--- src/design/suid_pkg.sv ---
`timescale 1ns / 1ps
// ----------------------------------------------------------------------------
// suid_pkg
// Shared widths, item kind codes and sequencer states for the set core.
// ----------------------------------------------------------------------------
package suid_pkg;

    localparam int ELEM_W           = 8;
    localparam int KIND_W           = 3;
    localparam int MAX_ELEMENTS_DEF = 16;
    localparam int MAX_RESULTS      = 32;
    localparam int RES_CW           = $clog2(MAX_RESULTS + 1);

    typedef logic [KIND_W-1:0] kind_t;
    typedef logic [ELEM_W-1:0] elem_t;

    // item kinds
    localparam kind_t KIND_CLEAR  = 3'd0;
    localparam kind_t KIND_LOAD_A = 3'd1;
    localparam kind_t KIND_LOAD_B = 3'd2;
    localparam kind_t KIND_UNION  = 3'd3;
    localparam kind_t KIND_INTER  = 3'd4;
    localparam kind_t KIND_DIFF   = 3'd5;

    // query sequencer states
    typedef enum logic [5:0] {
        ST_IDLE   = 6'b000001,
        ST_OREAD  = 6'b000010,
        ST_IREAD  = 6'b000100,
        ST_CMP    = 6'b001000,
        ST_TAKE   = 6'b010000,
        ST_FINISH = 6'b100000
    } state_t;

endpackage

--- src/design/set_union_intersection_difference_core.sv ---
`timescale 1ns / 1ps
// ----------------------------------------------------------------------------
// set_union_intersection_difference_core
// Two small element stores A and B with union, intersection and difference
// queries walked by one shared comparator under a small sequencer.
// ----------------------------------------------------------------------------
//  channel   handshake               payload
//  input     start / busy            kind, element
//  result    result_valid (strobe)   element_res, is_empty, is_last, overflow
//
//  clear and load items complete while busy stays low.
//  a query holds busy high while it walks the stores: per outer element a
//  read state (ST_OREAD), per inner compare a read and a compare state
//  (ST_IREAD, ST_CMP; one store read port, one comparator), ST_IREAD to end
//  an unmatched inner walk and ST_TAKE to keep it; ST_OREAD closes each
//  pass and ST_FINISH finishes the query.
//  each kept element is held back until the next one is kept or the query
//  finishes; the last result shows in the first cycle with busy low.
//  reset clears counts and flags, not store contents.
//  the receiver cannot stall: each result is shown for exactly one cycle.
// ----------------------------------------------------------------------------
module set_union_intersection_difference_core #(
    parameter int MAX_ELEMENTS = suid_pkg::MAX_ELEMENTS_DEF
) (
    input  logic                 clk,
    input  logic                 rst_n,
    input  logic                 start,
    output logic                 busy,
    input  suid_pkg::kind_t      kind,
    input  suid_pkg::elem_t      element,
    output logic                 result_valid,
    output suid_pkg::elem_t      element_res,
    output logic                 is_empty,
    output logic                 is_last,
    output logic                 overflow
);
    import suid_pkg::*;

    localparam int CW = $clog2(MAX_ELEMENTS + 1);
    localparam int IW = (MAX_ELEMENTS > 1) ? $clog2(MAX_ELEMENTS) : 1;

    // element stores
    elem_t mem_a [MAX_ELEMENTS];
    elem_t mem_b [MAX_ELEMENTS];
    elem_t a_rd_reg;
    elem_t b_rd_reg;

    state_t          state_reg, state_next;
    logic [CW-1:0]   count_a_reg, count_a_next;
    logic [CW-1:0]   count_b_reg, count_b_next;
    logic            ovf_reg, ovf_next;
    kind_t           op_reg, op_next;
    logic            second_reg, second_next;
    logic [CW-1:0]   oi_reg, oi_next;
    logic [CW-1:0]   ij_reg, ij_next;
    logic [RES_CW-1:0] n_reg, n_next;
    elem_t           pend_reg, pend_next;
    logic            pend_valid_reg, pend_valid_next;
    logic            rv_reg, rv_next;
    elem_t           res_reg, res_next;
    logic            empty_reg, empty_next;
    logic            last_reg, last_next;
    logic            res_ovf_reg, res_ovf_next;

    logic            accept;
    logic            a_we, b_we;
    logic [IW-1:0]   a_addr, b_addr;
    logic            outer_is_b;
    logic            pass_all;
    logic            want_found;
    logic [CW-1:0]   ocnt, icnt;
    elem_t           outer_val, inner_val;
    logic            hit;

    assign accept     = start && (state_reg == ST_IDLE);
    assign busy       = (state_reg != ST_IDLE);
    assign outer_is_b = (op_reg == KIND_UNION) && second_reg;
    assign pass_all   = (op_reg == KIND_UNION) && !second_reg;
    assign want_found = (op_reg == KIND_INTER);
    assign ocnt       = outer_is_b ? count_b_reg : count_a_reg;
    assign icnt       = outer_is_b ? count_a_reg : count_b_reg;
    assign outer_val  = outer_is_b ? b_rd_reg : a_rd_reg;
    assign inner_val  = outer_is_b ? a_rd_reg : b_rd_reg;

    // the shared comparator
    assign hit = (outer_val == inner_val);

    // load strobes
    assign a_we = accept && (kind == KIND_LOAD_A) && (count_a_reg < CW'(MAX_ELEMENTS));
    assign b_we = accept && (kind == KIND_LOAD_B) && (count_b_reg < CW'(MAX_ELEMENTS));

    // addresses: the fill count while loading, else outer index on the outer store, inner index on the other
    always_comb
    begin
        if (a_we) begin
            a_addr = count_a_reg[IW-1:0];
        end else if (outer_is_b) begin
            a_addr = ij_reg[IW-1:0];
        end else begin
            a_addr = oi_reg[IW-1:0];
        end
        if (b_we) begin
            b_addr = count_b_reg[IW-1:0];
        end else if (outer_is_b) begin
            b_addr = oi_reg[IW-1:0];
        end else begin
            b_addr = ij_reg[IW-1:0];
        end
    end

    // store A
    always_ff @(posedge clk)
    begin
        if (a_we) begin
            mem_a[a_addr] <= element;
        end
        a_rd_reg <= mem_a[a_addr];
    end

    // store B
    always_ff @(posedge clk)
    begin
        if (b_we) begin
            mem_b[b_addr] <= element;
        end
        b_rd_reg <= mem_b[b_addr];
    end

    // sequencer
    always_comb
    begin
        state_next      = state_reg;
        count_a_next    = count_a_reg;
        count_b_next    = count_b_reg;
        ovf_next        = ovf_reg;
        op_next         = op_reg;
        second_next     = second_reg;
        oi_next         = oi_reg;
        ij_next         = ij_reg;
        n_next          = n_reg;
        pend_next       = pend_reg;
        pend_valid_next = pend_valid_reg;
        rv_next         = 1'b0;
        res_next        = res_reg;
        empty_next      = empty_reg;
        last_next       = last_reg;
        res_ovf_next    = res_ovf_reg;

        case (state_reg)
            ST_IDLE:
            begin
                if (accept) begin
                    case (kind)
                        KIND_CLEAR:
                        begin
                            count_a_next = '0;
                            count_b_next = '0;
                            ovf_next     = 1'b0;
                        end
                        KIND_LOAD_A:
                        begin
                            if (a_we) begin
                                count_a_next = count_a_reg + 1'b1;
                            end else begin
                                ovf_next = 1'b1;
                            end
                        end
                        KIND_LOAD_B:
                        begin
                            if (b_we) begin
                                count_b_next = count_b_reg + 1'b1;
                            end else begin
                                ovf_next = 1'b1;
                            end
                        end
                        KIND_UNION, KIND_INTER, KIND_DIFF:
                        begin
                            op_next         = kind;
                            second_next     = 1'b0;
                            oi_next         = '0;
                            n_next          = '0;
                            pend_valid_next = 1'b0;
                            state_next      = ST_OREAD;
                        end
                        default:
                        begin
                            state_next = ST_IDLE;
                        end
                    endcase
                end
            end

            ST_OREAD:
            begin
                if (oi_reg >= ocnt) begin
                    if (pass_all) begin
                        // union moves on to the elements of B
                        second_next = 1'b1;
                        oi_next     = '0;
                    end else begin
                        state_next = ST_FINISH;
                    end
                end else if (pass_all) begin
                    state_next = ST_TAKE;
                end else begin
                    ij_next    = '0;
                    state_next = ST_IREAD;
                end
            end

            ST_IREAD:
            begin
                if (ij_reg >= icnt) begin
                    // not found in the inner store
                    if (!want_found) begin
                        state_next = ST_TAKE;
                    end else begin
                        oi_next    = oi_reg + 1'b1;
                        state_next = ST_OREAD;
                    end
                end else begin
                    state_next = ST_CMP;
                end
            end

            ST_CMP:
            begin
                if (hit) begin
                    if (want_found) begin
                        state_next = ST_TAKE;
                    end else begin
                        oi_next    = oi_reg + 1'b1;
                        state_next = ST_OREAD;
                    end
                end else begin
                    ij_next    = ij_reg + 1'b1;
                    state_next = ST_IREAD;
                end
            end

            ST_TAKE:
            begin
                // the held element goes out, the new one is held back
                if (pend_valid_reg) begin
                    rv_next      = 1'b1;
                    res_next     = pend_reg;
                    empty_next   = 1'b0;
                    last_next    = 1'b0;
                    res_ovf_next = ovf_reg;
                end
                pend_next       = outer_val;
                pend_valid_next = 1'b1;
                n_next          = n_reg + 1'b1;
                oi_next         = oi_reg + 1'b1;
                if (n_reg == RES_CW'(MAX_RESULTS - 1)) begin
                    state_next = ST_FINISH;
                end else begin
                    state_next = ST_OREAD;
                end
            end

            ST_FINISH:
            begin
                rv_next      = 1'b1;
                res_next     = pend_valid_reg ? pend_reg : '0;
                empty_next   = !pend_valid_reg;
                last_next    = 1'b1;
                res_ovf_next = ovf_reg;
                pend_valid_next = 1'b0;
                state_next   = ST_IDLE;
            end

            default:
            begin
                state_next = ST_IDLE;
            end
        endcase
    end

    // control state
    always_ff @(posedge clk or negedge rst_n)
    begin
        if (!rst_n) begin
            state_reg      <= ST_IDLE;
            count_a_reg    <= '0;
            count_b_reg    <= '0;
            ovf_reg        <= 1'b0;
            pend_valid_reg <= 1'b0;
            rv_reg         <= 1'b0;
        end else begin
            state_reg      <= state_next;
            count_a_reg    <= count_a_next;
            count_b_reg    <= count_b_next;
            ovf_reg        <= ovf_next;
            pend_valid_reg <= pend_valid_next;
            rv_reg         <= rv_next;
        end
    end

    // working and result payload
    always_ff @(posedge clk)
    begin
        op_reg      <= op_next;
        second_reg  <= second_next;
        oi_reg      <= oi_next;
        ij_reg      <= ij_next;
        n_reg       <= n_next;
        pend_reg    <= pend_next;
        res_reg     <= res_next;
        empty_reg   <= empty_next;
        last_reg    <= last_next;
        res_ovf_reg <= res_ovf_next;
    end

    assign result_valid = rv_reg;
    assign element_res  = res_reg;
    assign is_empty     = empty_reg;
    assign is_last      = last_reg;
    assign overflow     = res_ovf_reg;

endmodule

--- config.mk ---
export PLATFORM = sky130hd
export DESIGN_NAME = set_union_intersection_difference_core
export DESIGN_NICKNAME = d
export VERILOG_FILES = /design/src/design/suid_pkg.sv /design/src/design/set_union_intersection_difference_core.sv
export SDC_FILE = /design/constraint.sdc
export NUM_CORES = 1
export LEC_CHECK = 0
export BUFFER_PORTS_ARGS = -buffer_cell sky130_fd_sc_hd__buf_2
export CAP_MARGIN = 20
export CORE_MARGIN = 2
export CORE_UTILIZATION = 50
export DETAILED_ROUTE_END_ITERATION = 12
export PLACE_DENSITY = 0.76
export SYNTH_ARGS = -nofsm -noshare
export SYNTH_HDL_FRONTEND = slang
export SYNTH_SLANG_ARGS = --single-unit
--- constraint.sdc ---
create_clock -name clk -period 5 [get_ports clk]
set_input_delay 0.75 -clock clk [delete_from_list [all_inputs] [get_ports clk]]
set_output_delay 0.75 -clock clk [all_outputs]
set_load 0.02 [all_outputs]
==> flow_metrics.tcl <==
set metrics [dict create \
    status "finished, final reports clean" \
    cts_sinks 330 \
    synth-seq-area-share_pct 68.76 \
    cts-buffers-inserted 34 \
    hold_buffers 0 \
    layout_commonest_cell "edfxtp_1" \
    worst-setup-path-type "flop to flop" \
    crit_required_ns 5.40 \
    p_sw_mw 1.335 \
    worstHoldPathType "primary input to asynchronous set/reset pin" \
    num_io_pins 27 \
    maxCapViolations 0 \
    min_period_ns 3.977 \
    skew_ns 0.02617 \
    hold_violations 0 \
    drtPass1Iterations 5 \
    whs_ns 0.1756 \
    reg2reg_depth 8 \
    die_w_um 171.6 \
    peakVddDrop_uv 194.9 \
    max_stage_delay_ns 0.79 \
    grt_start_max_net_pins 35 \
    synth_seq_cells 330 \
    grt_pass1_wl_mm 48.11 \
    totalWireLength_mm 31.44 \
    wl_per_cell_um 22.15 \
    root_buffer "clkbuf_16" \
    start_util_pct 50.68 \
    critPathMaxFanout 32 \
    grt_overflow 0 \
    antenna_cells 0 \
    worstPathCellList "or4bb_1 -> or3_1 -> buf_4 -> mux2i_4 -> buf_12 -> mux2i_1 -> a22oi_1 -> and4_1" \
    setup_viol 0 \
    grt_pass1_vias 8472 \
    drt_iter0_drc 923 \
    gp_congestion 0.8789 \
    power.share.clock_pct 40.5 \
    cp.arrival_ns 4.37 \
    combPwrFrac_pct 6.6 \
    die_h_um 171.6 \
    vias 8502 \
    crit_buf_inv 2 \
    syn_avg_cell_area_sq_um 14.30 \
    end_kind "flop" \
    crit_cells 8 \
    synth_ff_type "edfxtp_1" \
    reg_top3 "mem_a (128), mem_b (128)" \
    grt_use_total_pct 21.75 \
    worst_pin_slew_ns 1.010 \
    max_freq_mhz 251.5 \
    worstSkewPairLatency_ns 0.53 \
    total_leakage_power_nw 5.398 \
    final.fill_count 2148 \
    detail_route.vias_per_cell 5.992 \
    synth_warnings 0 \
    fp-row-count 61 \
    drc 0 \
    cts_setup_buffers 0 \
    pwr-share-seq_pct 52.9 \
    crit_path_top_delay_cell "or3_1" \
    power_density_mw_per_mm2 375.9 \
    synth_edf_count 295 \
    synth_cell_types 65 \
    netlist_instances 982 \
    die_area_sq_mm 0.02944 \
    maxSlewViolCount 0 \
    synth_fp_nets 1011 \
    final_nets 1045 \
    slew_headroom_pct 32.17 \
    switching_share_pct 22.69 \
    path_clk_slew_ns 0.06 \
    rsz0062_at_grt "no" \
    layout_common_cells "edfxtp_1 (295), mux2i_1 (73), nand2_1 (73)" \
    final.period_utilization_pct 79.53 \
    drtAntennaViolNets 0 \
    area_growth_pct 11.41 \
    dp_hpwl_mm 20.36 \
    numPortBuffers 26 \
    cts_tree "yes" \
    drive_gt1_share_pct 11.72 \
    synth_area_sq_mm 0.01404 \
    cts_max_path_buffers 3 \
    htree_num_levels 2 \
    cpLargestDelayFamily "simple AND/OR/NAND/NOR gates" \
    coreArea_sq_mm 0.02771 \
    antenna_found_initial 0 \
    finalSetupTns_ns 0 \
    cts_resized 0 \
    power.internal_mw 4.546 \
    worstSetupStartpointType "flop" \
    async_reset_ff_share_pct 5.758 \
]
[layout make-up]
type	instances	area (sq um)	share of cell area [%]
Sequential cell	330	9656	61.72
Multi-Input combinational cell	563	4038	25.81
Clock buffer	45	923.4	5.902
Tap cell	378	473.0	3.023
Timing Repair Buffer	43	270.3	1.727
Inverter	44	165.2	1.056
Clock inverter	16	120.1	0.7678
[Yosys cell counts (16+ instances only)]
library cell,instances,area (sq um)
a211oi_1,66,495.5
a221oi_1,16,140.1
a22oi_1,17,127.6
a32oi_1,24,210.2
clkbuf_1,28,105.1
dfrtp_1,18,450.4
dfxtp_1,16,320.3
edfxtp_1,295,8859
inv_1,44,165.2
mux2_2,19,214.0
mux2i_1,74,740.7
nand2_1,73,274.0
nor2_1,63,236.5
nor2b_1,26,162.7
o21ai_0,29,145.1
xor2_1,18,157.7
[path summary, 6_finish.rpt]
| check | startpoint | endpoint | slack, ns |
|---|---|---|---|
| min in group clk | ovf_reg$_DFFE_PN0P_ | overflow$_DFFE_PP_ | 0.49 |
| hold reg to reg | ovf_reg$_DFFE_PN0P_ | overflow$_DFFE_PP_ | 0.49 |
| setup / recovery | state_reg[0]$_DFFE_PN1P_ | b_rd_reg[7]$_DFF_P_ | 1.02 |
| hold / removal | rst_n | pend_valid_reg$_DFFE_PN0P_ | 0.18 |
| max in group asynchronous | rst_n | state_reg[0]$_DFFE_PN1P_ | 4.47 |
| setup reg to reg | state_reg[0]$_DFFE_PN1P_ | b_rd_reg[7]$_DFF_P_ | 1.02 |
[power groups by stage]
| stage | Combinational, mW | Clock (mW) | Sequential, mW |
|---|---|---|---|
| 4_1_cts | 0.381 | 2.41 | 3.11 |
| 3_5_place_dp | 0.377 | 0 | 3.17 |
| 2_1_floorplan | 0.261 | 0 | 3.13 |
| 5_1_grt | 0.422 | 2.52 | 3.12 |
| 3_3_place_gp | 0.368 | 0 | 3.17 |
| 6_report | 0.386 | 2.38 | 3.11 |
[worst register-to-register path: cells and delay by family, from the launching register on]
kind | cells | cell delay, ns
flip-flops | 1 | 0.57
AND/OR/NAND/NOR | 3 | 1.62
AO/OA/AOI/OAI | 1 | 0.11
buffers and inverters | 2 | 0.72
multiplexers | 2 | 0.84
[metrics by stage]
stage               setup slack [ns]  std cells  util (%)  total power, mW  instance area (sq um)
floorplan                      1.208        982         -            3.396                  14040
global placement              0.8126       1358     52.70            3.534                  14600
detailed placement            0.7151       1358     52.70            3.546                  14600
CTS                            1.053       1419     56.47            5.903                  15650
global route                  0.8750       1419     56.47            6.063                  15650
finish                         1.023       1419     56.47            5.881                  15650
[routing by layer]
| layer | vias up | routed length [um] | part of all wire [%] | global-route usage, % |
|---|---|---|---|---|
| met5 | - | 0 | 0 | 0 |
| met4 | 0 | 758 | 2.4 | 6.853 |
| met3 | 57 | 2298 | 7.3 | 3.497 |
| met2 | 349 | 14810 | 47 | 35.17 |
| met1 | 4219 | 13570 | 43 | 30.37 |
| li1 | 3877 | - | - | - |
[cells by family after synthesis]
group | after synthesis | share of synthesized area, %
compound gates | 183 | 9.605
xor+xnor | 22 | 1.372
fa+ha+maj | 15 | 1.337
buf+inv | 89 | 2.646
flops | 330 | 68.76
mux | 95 | 7.003
simple gates | 248 | 9.276
(Power assumes the default switching activity.)
